===== src/rtl/eilpc_pkg.sv =====
// ----------------------------------------------------------------------------
// eilpc_pkg
// Shared types and constants for the Ethernet/IPv4 L4 port classifier.
// ----------------------------------------------------------------------------
package eilpc_pkg;

	typedef enum logic [1:0] {
		CAT_OTHER_ETH   = 2'd0,
		CAT_OTHER_PROTO = 2'd1,
		CAT_UDP         = 2'd2,
		CAT_TCP         = 2'd3
	} category_t;

	localparam logic [15:0] ETHERTYPE_IPV4 = 16'h0800;
	localparam logic [7:0]  PROTO_TCP      = 8'd6;
	localparam logic [7:0]  PROTO_UDP      = 8'd17;
	localparam logic [7:0]  TCP_SYN_ONLY   = 8'h02;
	localparam logic [3:0]  IP_VERSION_4   = 4'd4;

	localparam logic [15:0] ETH_HDR_LEN    = 16'd14;
	localparam logic [15:0] IPV4_MIN_LEN   = 16'd20;
	localparam logic [15:0] TCP_MIN_LEN    = 16'd20;
	localparam logic [15:0] UDP_MIN_LEN    = 16'd8;

	localparam logic [6:0]  POS_ETYPE_HI   = 7'd12;
	localparam logic [6:0]  POS_ETYPE_LO   = 7'd13;
	localparam logic [6:0]  POS_VER_IHL    = 7'd14;
	localparam logic [6:0]  POS_TLEN_HI    = 7'd16;
	localparam logic [6:0]  POS_TLEN_LO    = 7'd17;
	localparam logic [6:0]  POS_PROTO      = 7'd23;

	localparam logic [6:0]  OFS_DPORT_HI   = 7'd2;
	localparam logic [6:0]  OFS_DPORT_LO   = 7'd3;
	localparam logic [6:0]  OFS_ULEN_HI    = 7'd4;
	localparam logic [6:0]  OFS_ULEN_LO    = 7'd5;
	localparam logic [6:0]  OFS_TCP_OFF    = 7'd12;
	localparam logic [6:0]  OFS_TCP_FLAGS  = 7'd13;

endpackage


===== src/rtl/eth_ipv4_l4_port_classifier.sv =====
// ----------------------------------------------------------------------------
// eth_ipv4_l4_port_classifier
// Parses an Ethernet frame one byte per beat and emits one classification
// (ethertype, IP protocol, UDP or TCP with destination port) per valid frame.
// ----------------------------------------------------------------------------
//  channel | direction | handshake           | payload
//  in      | sink      | in_valid, in_stall  | frame_byte[7:0], last_byte
//  out     | source    | out_valid, out_stall| category[1:0], new_connection, key[15:0]
//
//  One byte per cycle while in_stall is low; a last byte passes through the input
//  register and then the result register; fields are captured into per-frame
//  registers as each byte leaves the input register.
//  Reset clears all control and frame state; no clearing pass is needed.
//  in_stall rises only when a last byte waits behind a stalled result.
// ----------------------------------------------------------------------------
module eth_ipv4_l4_port_classifier #(
	parameter int LEN_BITS = 16
) (
	input  logic        clk,
	input  logic        arst_n,
	input  logic        in_valid,
	output logic        in_stall,
	input  logic [7:0]  frame_byte,
	input  logic        last_byte,
	output logic        out_valid,
	input  logic        out_stall,
	output logic [1:0]  category,
	output logic        new_connection,
	output logic [15:0] key
);

	localparam logic [LEN_BITS-1:0] LEN_MAX = {LEN_BITS{1'b1}};

	logic                s1_vld_s1;
	logic [7:0]          byte_s1;
	logic                last_s1;
	logic                s1_take;
	logic                in_acc;

	logic [LEN_BITS-1:0] byte_count_q;
	logic [15:0]         ether_type_q;
	logic [7:0]          version_ihl_q;
	logic [15:0]         ip_total_length_q;
	logic [7:0]          ip_protocol_q;
	logic [15:0]         dest_port_q;
	logic [3:0]          tcp_offset_words_q;
	logic [7:0]          tcp_flag_bits_q;
	logic [15:0]         udp_length_q;

	logic [15:0]         ether_type_nx;
	logic [7:0]          version_ihl_nx;
	logic [15:0]         ip_total_length_nx;
	logic [7:0]          ip_protocol_nx;
	logic [15:0]         dest_port_nx;
	logic [3:0]          tcp_offset_words_nx;
	logic [7:0]          tcp_flag_bits_nx;
	logic [15:0]         udp_length_nx;
	logic [LEN_BITS-1:0] len;
	logic [6:0]          t_ofs;
	logic                pos_small;
	logic [6:0]          pos7;

	logic [15:0]         len16;
	logic [15:0]         p_len;
	logic [15:0]         hl;
	logic [15:0]         r_len;
	logic                emit;
	eilpc_pkg::category_t cat_nx;
	logic                newc_nx;
	logic [15:0]         key_nx;

	logic                out_vld_q;
	eilpc_pkg::category_t cat_q;
	logic                newc_q;
	logic [15:0]         key_q;

	assign s1_take  = s1_vld_s1 & (~out_vld_q | ~out_stall | ~last_s1);
	assign in_stall = s1_vld_s1 & ~s1_take;
	assign in_acc   = in_valid & ~in_stall;

	always_ff @(posedge clk or negedge arst_n) begin
		if (!arst_n) begin
			s1_vld_s1 <= 1'b0;
		end else if (in_acc) begin
			s1_vld_s1 <= 1'b1;
		end else if (s1_take) begin
			s1_vld_s1 <= 1'b0;
		end
	end

	always_ff @(posedge clk) begin
		if (in_acc) begin
			byte_s1 <= frame_byte;
			last_s1 <= last_byte;
		end
	end

	// field capture
	always_comb begin
		pos_small = (byte_count_q < LEN_BITS'(128));
		pos7      = byte_count_q[6:0];
		t_ofs     = eilpc_pkg::POS_VER_IHL + {1'b0, version_ihl_q[3:0], 2'b00};

		ether_type_nx       = ether_type_q;
		version_ihl_nx      = version_ihl_q;
		ip_total_length_nx  = ip_total_length_q;
		ip_protocol_nx      = ip_protocol_q;
		dest_port_nx        = dest_port_q;
		tcp_offset_words_nx = tcp_offset_words_q;
		tcp_flag_bits_nx    = tcp_flag_bits_q;
		udp_length_nx       = udp_length_q;

		if (pos_small) begin
			if (pos7 == eilpc_pkg::POS_ETYPE_HI) ether_type_nx[15:8] = byte_s1;
			if (pos7 == eilpc_pkg::POS_ETYPE_LO) ether_type_nx[7:0] = byte_s1;
			if (pos7 == eilpc_pkg::POS_VER_IHL) version_ihl_nx = byte_s1;
			if (pos7 == eilpc_pkg::POS_TLEN_HI) ip_total_length_nx[15:8] = byte_s1;
			if (pos7 == eilpc_pkg::POS_TLEN_LO) ip_total_length_nx[7:0] = byte_s1;
			if (pos7 == eilpc_pkg::POS_PROTO) ip_protocol_nx = byte_s1;
			if (pos7 > eilpc_pkg::POS_VER_IHL) begin
				if (pos7 == t_ofs + eilpc_pkg::OFS_DPORT_HI) dest_port_nx[15:8] = byte_s1;
				if (pos7 == t_ofs + eilpc_pkg::OFS_DPORT_LO) dest_port_nx[7:0] = byte_s1;
				if (pos7 == t_ofs + eilpc_pkg::OFS_ULEN_HI) udp_length_nx[15:8] = byte_s1;
				if (pos7 == t_ofs + eilpc_pkg::OFS_ULEN_LO) udp_length_nx[7:0] = byte_s1;
				if (pos7 == t_ofs + eilpc_pkg::OFS_TCP_OFF) tcp_offset_words_nx = byte_s1[7:4];
				if (pos7 == t_ofs + eilpc_pkg::OFS_TCP_FLAGS) tcp_flag_bits_nx = byte_s1;
			end
		end

		len = (byte_count_q != LEN_MAX) ? byte_count_q + LEN_BITS'(1) : LEN_MAX;
	end

	// classification on the last beat
	always_comb begin
		len16   = 16'(len);
		p_len   = len16 - eilpc_pkg::ETH_HDR_LEN;
		hl      = {10'd0, version_ihl_nx[3:0], 2'b00};
		r_len   = p_len - hl;
		emit    = 1'b0;
		cat_nx  = eilpc_pkg::CAT_OTHER_ETH;
		newc_nx = 1'b0;
		key_nx  = ether_type_nx;

		priority if (len16 < eilpc_pkg::ETH_HDR_LEN) begin
			emit = 1'b0;
		end else if (ether_type_nx != eilpc_pkg::ETHERTYPE_IPV4) begin
			emit = 1'b1;
		end else if (p_len < eilpc_pkg::IPV4_MIN_LEN
				|| version_ihl_nx[7:4] != eilpc_pkg::IP_VERSION_4
				|| p_len < hl || p_len < ip_total_length_nx) begin
			emit = 1'b0;
		end else if (ip_protocol_nx == eilpc_pkg::PROTO_TCP) begin
			emit    = (r_len >= eilpc_pkg::TCP_MIN_LEN)
				&& (r_len >= {10'd0, tcp_offset_words_nx, 2'b00});
			cat_nx  = eilpc_pkg::CAT_TCP;
			newc_nx = (tcp_flag_bits_nx == eilpc_pkg::TCP_SYN_ONLY);
			key_nx  = dest_port_nx;
		end else if (ip_protocol_nx == eilpc_pkg::PROTO_UDP) begin
			emit   = (r_len >= eilpc_pkg::UDP_MIN_LEN) && (r_len >= udp_length_nx);
			cat_nx = eilpc_pkg::CAT_UDP;
			key_nx = dest_port_nx;
		end else begin
			emit   = 1'b1;
			cat_nx = eilpc_pkg::CAT_OTHER_PROTO;
			key_nx = {8'd0, ip_protocol_nx};
		end
	end

	always_ff @(posedge clk or negedge arst_n) begin
		if (!arst_n) begin
			byte_count_q       <= '0;
			ether_type_q       <= '0;
			version_ihl_q      <= '0;
			ip_total_length_q  <= '0;
			ip_protocol_q      <= '0;
			dest_port_q        <= '0;
			tcp_offset_words_q <= '0;
			tcp_flag_bits_q    <= '0;
			udp_length_q       <= '0;
		end else if (s1_take) begin
			if (last_s1) begin
				byte_count_q       <= '0;
				ether_type_q       <= '0;
				version_ihl_q      <= '0;
				ip_total_length_q  <= '0;
				ip_protocol_q      <= '0;
				dest_port_q        <= '0;
				tcp_offset_words_q <= '0;
				tcp_flag_bits_q    <= '0;
				udp_length_q       <= '0;
			end else begin
				byte_count_q       <= len;
				ether_type_q       <= ether_type_nx;
				version_ihl_q      <= version_ihl_nx;
				ip_total_length_q  <= ip_total_length_nx;
				ip_protocol_q      <= ip_protocol_nx;
				dest_port_q        <= dest_port_nx;
				tcp_offset_words_q <= tcp_offset_words_nx;
				tcp_flag_bits_q    <= tcp_flag_bits_nx;
				udp_length_q       <= udp_length_nx;
			end
		end
	end

	always_ff @(posedge clk or negedge arst_n) begin
		if (!arst_n) begin
			out_vld_q <= 1'b0;
		end else if (s1_take && last_s1 && emit) begin
			out_vld_q <= 1'b1;
		end else if (!out_stall) begin
			out_vld_q <= 1'b0;
		end
	end

	always_ff @(posedge clk) begin
		if (s1_take && last_s1 && emit) begin
			cat_q  <= cat_nx;
			newc_q <= newc_nx;
			key_q  <= key_nx;
		end
	end

	assign out_valid      = out_vld_q;
	assign category       = cat_q;
	assign new_connection = newc_q;
	assign key            = key_q;

	a_stall_needs_item: assert property (@(posedge clk) disable iff (!arst_n)
		in_stall |-> (s1_vld_s1 && last_s1 && out_vld_q))
		else $error("input stalled without a blocked last beat");

	a_clear_after_last: assert property (@(posedge clk) disable iff (!arst_n)
		(s1_take && last_s1) |=> (byte_count_q == '0 && ether_type_q == 16'd0))
		else $error("frame state not cleared after last beat");

	a_syn_only_tcp: assert property (@(posedge clk) disable iff (!arst_n)
		(out_valid && new_connection) |-> (category == eilpc_pkg::CAT_TCP))
		else $error("new connection flagged outside TCP");

	a_result_from_last: assert property (@(posedge clk) disable iff (!arst_n)
		$rose(out_valid) |-> $past(s1_vld_s1 && last_s1))
		else $error("result without a last beat");

endmodule


===== config.mk =====
export PLATFORM = sky130hd
export DESIGN_NAME = eth_ipv4_l4_port_classifier
export DESIGN_NICKNAME = d
export VERILOG_FILES = /design/src/rtl/eilpc_pkg.sv /design/src/rtl/eth_ipv4_l4_port_classifier.sv
export SDC_FILE = /design/constraint.sdc
export NUM_CORES = 1
export LEC_CHECK = 0
export ABC_CLOCK_PERIOD_IN_PS = 12930
export BUFFER_PORTS_ARGS = -buffer_cell sky130_fd_sc_hd__buf_2
export CORE_UTILIZATION = 40
export DETAILED_ROUTE_END_ITERATION = 16
export PLACE_DENSITY = 0.61
export SETUP_SLACK_MARGIN = 0.02
export SLEW_MARGIN = 20
export SYNTH_ARGS = -nofsm -noshare
export SYNTH_HDL_FRONTEND = slang
export SYNTH_SLANG_ARGS = --single-unit

===== constraint.sdc =====
create_clock -name clk -period 12.93 [get_ports clk]
set_input_delay 2.586 -clock clk [delete_from_list [all_inputs] [get_ports clk]]
set_output_delay 2.586 -clock clk [all_outputs]
set_load 0.05 [all_outputs]

==> flow_summary.ini, run 1 <==
[place]
dp_cells = 1327
place.gp.congestion = 0.906
dpl.hpwl_um = 20300
port_buffers = 33

[cts]
post_cts_buffers = 0
post_cts_resized = 0
cts_root_buf = clkbuf_16
clk_latency_ps = 440
cts_buffer_depth = 2
cts.clk_slew.worst_paths_ps = 70
cts_tree = done
cts_buffers = 17
cts_hold_buffers = 0
clock-sinks = 138
htreeDepth = 4

[route]
avgRoutedWirePerCell_um = 20.7
drtIter0Drc = 712
drtPass1Iterations = 5
drtAntennaViolNets = 0
drt-total-wl_um = 28100
detailroute.via_count = 8259
vias_per_cell = 6.08
drc = 0

[synthesis]
synth_area_leaders = dfrtp_1 30%, edfxtp_1 9.2%, ha_1 5.9%
synth_edf_count = 28
synth_ff_type = dfrtp_1
synth.net_count = 1116
synthCells = 1059
async_flop_share = 0.797
ys_seq_area_frac = 0.391
ys_warn_count = 0
post-synth-top-count-cell = nand2_1
netlist.area_leader.share = 0.300
ys_top_cells_by_count = 139 x nand2_1, 110 x dfrtp_1, 102 x o21ai_0, 76 x nor2_1, 59 x a21oi_1
synth_top_area_cell = dfrtp_1
post_synth_num_cell_types = 78
synth_area_mm2 = 0.00919
syn_avg_cell_area_um2 = 8.67
ys_ff_latch = 138

[timing]
clock_skew_ps = 10.3
tightestPinTransition_ps = 1060
max_freq_ghz = 0.154
rsz0062_at_grt = false
finalCritPeriodShare = 0.501
setup_violations = 0
fin_setup_tns_ps = 0
final-max-slew-violation-count = 0
hold_viol = 0
max_slew_margin = 0.292
min_period_ps = 6480

[layout]
multi_input_area_mm2 = 0.00523
nets = 1118
drive_gt1_frac = 0.105
regArea_mm2 = 0.00359
n_antenna_cell = 0
area_delta_synth_final_pct = 9.82
instances_no_fill = 1359
fill_cells = 2224

[global_route]
grt_pass1_wl_um = 44700
grt_pass1_vias = 7863
grt.total_usage = 0.247
grt_antenna_before_repair = 0
grt_max_degree = 65
overflow = 0

[worst_setup_path]
end_kind = flip-flop
critPathMaxFanout = 19
path_class = flip-flop to flip-flop
arrival_ps = 6600
required_ps = 13050
reg2regPathDepth = 21
critPathLaunchType = flip-flop

[power]
ir_worst_vdd_v = 0.0000816
p_per_area_mw_per_mm2 = 100
p_clk_frac = 0.465
pwr-share-seq = 0.451
p_comb_frac = 0.084
p_sw_frac = 0.284
p_int_mw = 0.724
power.leakage_nw = 4.23
switching_power_mw = 0.287

[min_path]
hold_class = flip-flop to flip-flop
hold_depth = 2

[floorplanning]
start_util = 0.407
die-area_mm2 = 0.0236
fp.dieW_um = 154
ios = 34
placementRows = 55
dieHeight_um = 154
core_area_mm2 = 0.0226

[run_status]
status = complete, no violations

[job]
max_cap_violations = 0
-- path summary, 6_finish.rpt --
kind,from,end,slack (ps)
max in group asynchronous,arst_n,udp_length_q[1],9490
worst min-delay path,dest_port_q[9],dest_port_q[9],470
min in group asynchronous,arst_n,ip_total_length_q[13],2260
worst min register to register,dest_port_q[9],dest_port_q[9],470
worst max-delay path,byte_count_q[0],key[0],6450
worst max register to register,byte_count_q[0],key[0],6450
-- logic make-up (layout without fill, tap and decap cells) --
| group | count (synthesis) | in the layout | synth area share |
|---|---|---|---|
| and+or+nand+nor | 411 | 411 | 0.231 |
| muxes | 26 | 26 | 0.0294 |
| AOI/OAI and AO/OA | 306 | 306 | 0.207 |
| DFF | 138 | 138 | 0.391 |
| adders and majority gates | 44 | 44 | 0.0607 |
| xor gates and xnor gates | 41 | 41 | 0.0399 |
| buffers and inverters | 93 | 108 | 0.0411 |
-- cell usage in the layout (no fill, tap or decap), drive strengths merged, types with 23 or more instances in the layout --
master	count
a21oi	59
buf	40
dfrtp	110
edfxtp	28
ha	43
inv	44
nand2	139
nand3	36
nor2	76
nor3	25
nor4	23
o21ai	121
xnor2	31
-- sequential cells by signal (all words and copies together) (netlist names), 2 cells and up --
| name | cells |
|---|---|
| byte_count_q | 16 |
| dest_port_q | 16 |
| ether_type_q | 16 |
| ip_total_length_q | 16 |
| key | 16 |
| udp_length_q | 16 |
| byte_s1 | 8 |
| ip_protocol_q | 8 |
| tcp_flag_bits_q | 8 |
| version_ihl_q | 8 |
| tcp_offset_words_q | 4 |
| category | 2 |
-- per-layer routing --
layer	part of all wire	GRT usage	vias to the layer above
li1	-	-	3900
met4	0.038	0.113	0
met1	0.45	0.334	3983
met5	0	0	-
met2	0.46	0.385	300
met3	0.055	0.0445	76
-- cell type report --
class / instances / area share
Timing Repair Buffer: 40 / 0.0218
Clock buffer: 17 / 0.0422
Sequential cell: 138 / 0.356
Multi-Input combinational cell: 828 / 0.518
Inverter: 36 / 0.0134
Tap cell: 285 / 0.0353
Clock inverter: 15 / 0.0130
-- worst max-delay path, cell delays in order (launching register included) --
cell       delay, ps
dfrtp_1          530
ha_1             310
nand3_1          180
or4_4            700
nand2_1          130
ha_1             260
xnor2_1          270
ha_1             320
a21o_1           180
a21o_1           190
a21o_1           230
nor2_1           260
nand2_1          160
nor4_1           370
xor2_1           120
ha_1             300
o2111ai_1        150
or4_1            540
o211ai_1         220
nand3_1          120
a221oi_2         290
buf_4            310
-- power groups by stage --
stage | clock network (mW) | logic (mW) | registers [mW]
final | 0.471 | 0.0844 | 0.456
after global routing | 0.495 | 0.0933 | 0.456
after CTS | 0.477 | 0.0835 | 0.456
after detailed placement | 0 | 0.0829 | 0.464
after global placement | 0 | 0.0832 | 0.464
after floorplan | 0 | 0.0531 | 0.458
-- stage by stage --
step / power [mW] / setup slack, ps / hold slack [ps] / area (um2) / utilization
finish: 1.01 / 6450 / 473 / 10100 / 0.447
global route: 1.04 / 6020 / 499 / 10100 / 0.447
CTS: 1.02 / 6510 / 479 / 10100 / 0.447
detailed placement: 0.547 / 6560 / 463 / 9530 / 0.422
global placement: 0.547 / 6720 / 457 / 9530 / 0.422
floorplan: 0.511 / 5860 / 441 / 9190 / -
No activity file was read; power rests on OpenSTA's default activity.
==> run 2, diff against run 1 <==
ABC_AREA = 1   (was not set)
ABC_CLOCK_PERIOD_IN_PS = 5300   (was 12930)
PLACE_DENSITY = 0.63   (was 0.61)
clock period = 5.3 ns   (was 12.93 ns; I/O delays follow)
==> flow_summary.ini, run 2 <==
[route]
vias_per_cell = 5.33
detailroute.via_count = 8548
drc = 0
drtIter0Drc = 633
drtPass1Iterations = 5
avgRoutedWirePerCell_um = 16.6
drtAntennaViolNets = 0
drt-total-wl_um = 26700

[worst_setup_path]
required_ps = 5500
worst_path_most_repeated_cell = nand2_1
critPathCapture = key[1]
reg2reg_slack_ps = 440
arrival_ps = 5060
worstReg2RegEnd = key[1]
worstSetupStartpoint = byte_count_q[2]
end_kind = flip-flop
critPathMaxFanout = 19
critPathLaunchType = flip-flop
crit_path_top_delay_cell = dfrtp_1
max_stage_delay_ps = 570
reg2regPathDepth = 32
path_class = flip-flop to flip-flop
worstReg2RegStart = byte_count_q[2]

[synthesis]
ys_seq_area_frac = 0.387
netlist.area_leader.share = 0.297
ys_top_cells_by_count = 355 x nand2_1, 173 x inv_1, 150 x o21ai_0, 110 x dfrtp_1, 77 x nand3_1
synth_ff_type = dfrtp_1
yosys.area_share.simple = 0.291
ys_warn_count = 0
synthCells = 1273
synth_fa_ha_area_frac = 0.0602
synth_compound_area_frac = 0.148
synth_area_mm2 = 0.00928
synthMuxAreaShare = 0
async_flop_share = 0.797
post-synth-top-count-cell = nand2_1
synth_edf_count = 28
syn_avg_cell_area_um2 = 7.29
synth.net_count = 1330
synth_top_area_cell = dfrtp_1
synth_area_leaders = dfrtp_1 30%, nand2_1 14%, edfxtp_1 9.1%
post_synth_num_cell_types = 49
synth-xor-area-share = 0.0188
synth_top_family_by_area = simple AND/OR/NAND/NOR gates
ys_ff_latch = 138

[power]
ir_worst_vdd_v = 0.000264
power.leakage_nw = 4.99
p_per_area_mw_per_mm2 = 242

[cts]
cts_root_buf = clkbuf_16
cts_buffer_depth = 2
cts_hold_buffers = 0
clk_latency_ps = 440
cts_buffers = 17
htreeDepth = 4
cts_tree = done
cts.clk_slew.worst_paths_ps = 60
clock-sinks = 138

[timing]
rsz0062_at_grt = false
fin_setup_tns_ps = 0
hold_viol = 0
setup_violations = 0
finalCritPeriodShare = 0.918
max_freq_ghz = 0.206
clock_skew_ps = 12.2
final-max-slew-violation-count = 0
max_slew_margin = 0.387
tightestPinTransition_ps = 917
min_period_ps = 4860

[global_route]
overflow = 0
grt_pass1_wl_um = 43100
busiest_layer = met2
grt_pass1_vias = 8007
use_met2 = 0.381
grtUsageMet3 = 0.0378
grtUsageMet1 = 0.321
grt_antenna_before_repair = 0
grt.total_usage = 0.234
grt_max_degree = 65

[place]
place.gp.congestion = 0.913
dpl.hpwl_um = 19100
port_buffers = 33

[layout]
area_delta_synth_final_pct = 12.5
final_common_cell = nand2_1
finish.utilization = 0.459
n_antenna_cell = 0
fill_cells = 2229
mostFrequentLayoutCells = 353 x nand2_1, 171 x inv_1, 149 x o21ai_0, 108 x dfrtp_1, 77 x nand3_1
nets = 1362
drive_gt1_frac = 0.137

[job]
max_cap_violations = 0

[run_status]
status = complete, no violations

[floorplanning]
dieHeight_um = 154
die-area_mm2 = 0.0238
fp.dieW_um = 154
placementRows = 55
ios = 34
core_area_mm2 = 0.0227
start_util = 0.408

[min_path]
hold_class = flip-flop to flip-flop
==> run 2: changes by cell type in the layout (fill, tap and decap cells not counted), moves of 17 or more <==
| cell | previous run | this run |
|---|---|---|
| nand2_1 | 137 | 353 |
| inv_1 | 34 | 171 |
| o21ai_0 | 102 | 149 |
| nand3_1 | 34 | 77 |
| a21oi_1 | 59 | 18 |
| xnor2_1 | 31 | 2 |
| o22ai_1 | 14 | 42 |
| nand2_2 | 2 | 24 |
| and3_1 | 22 | 1 |
| mux2i_1 | 20 | 0 |
| a31oi_1 | 17 | 0 |
| nor4_1 | 18 | 1 |
==> run 2: cells by family after synthesis <==
group           Yosys count
simple gates            601
compound gates          245
buf+inv                 226
flops                   138
fa+ha+maj                44
xor+xnor                 19
==> run 2: power by group <==
part	switching [mW]	internal, mW	total (mW)
sequential	0.0113	1.09	1.10
combinational	0.156	0.0614	0.217
clock	0.539	0.664	1.20
==> run 2: critical path: cells and delay by family, from the launching register on <==
kind / cells / cell delay, ps
AOI/OAI and AO/OA: 5 / 680
xor gates and xnor gates: 1 / 200
adders and majority gates: 2 / 670
buffers and inverters: 6 / 490
DFF: 1 / 570
and+or+nand+nor: 18 / 2010
==> run 2: per-stage QoR <==
step	instance area, um2	worst slack, ps	power [mW]	hold WS [ps]	cells
after CTS	10400	147	2.53	482	1602
after global placement	9780	200	1.33	462	1570
after floorplan	9280	627	1.24	448	1273
after detailed placement	9780	183	1.33	466	1570
after global routing	10400	13.1	2.60	498	1603
final	10400	436	2.52	479	1603
==> run 2: what timing repair did <==
action	4_1_cts	5_1_grt
resized for setup	0	13
setup endpoints to repair	0	19
endpoints found under the hold margin	0	0
buffers inserted	0	1
==> run 2: area by class of cell <==
class / count / area (um2) / area share
clock buffers: 17 / 425 / 0.0408
clock inverters: 15 / 154 / 0.0147
inverters: 183 / 691 / 0.0662
multi-input cells: 909 / 4860 / 0.466
flip-flops and latches: 138 / 3600 / 0.345
well taps: 285 / 357 / 0.0342
repair buffers: 56 / 353 / 0.0338
==> run 2: worst min-delay path by stage <==
stage	cells after the start	start	slack, ps	to
floorplan	2	ip_total_length_q[1]	450	ip_total_length_q[1]
global placement	2	tcp_flag_bits_q[6]	460	tcp_flag_bits_q[6]
detailed placement	2	dest_port_q[7]	470	dest_port_q[7]
finish	2	tcp_flag_bits_q[6]	480	tcp_flag_bits_q[6]
CTS	2	tcp_flag_bits_q[6]	480	tcp_flag_bits_q[6]
global route	2	ip_total_length_q[2]	500	ip_total_length_q[2]
==> run 2: layer usage <==
layer | up-vias | wire (um)
met5 | - | 0
met4 | 0 | 448
met3 | 33 | 1610
met2 | 259 | 12500
met1 | 4032 | 12100
li1 | 4224 | -
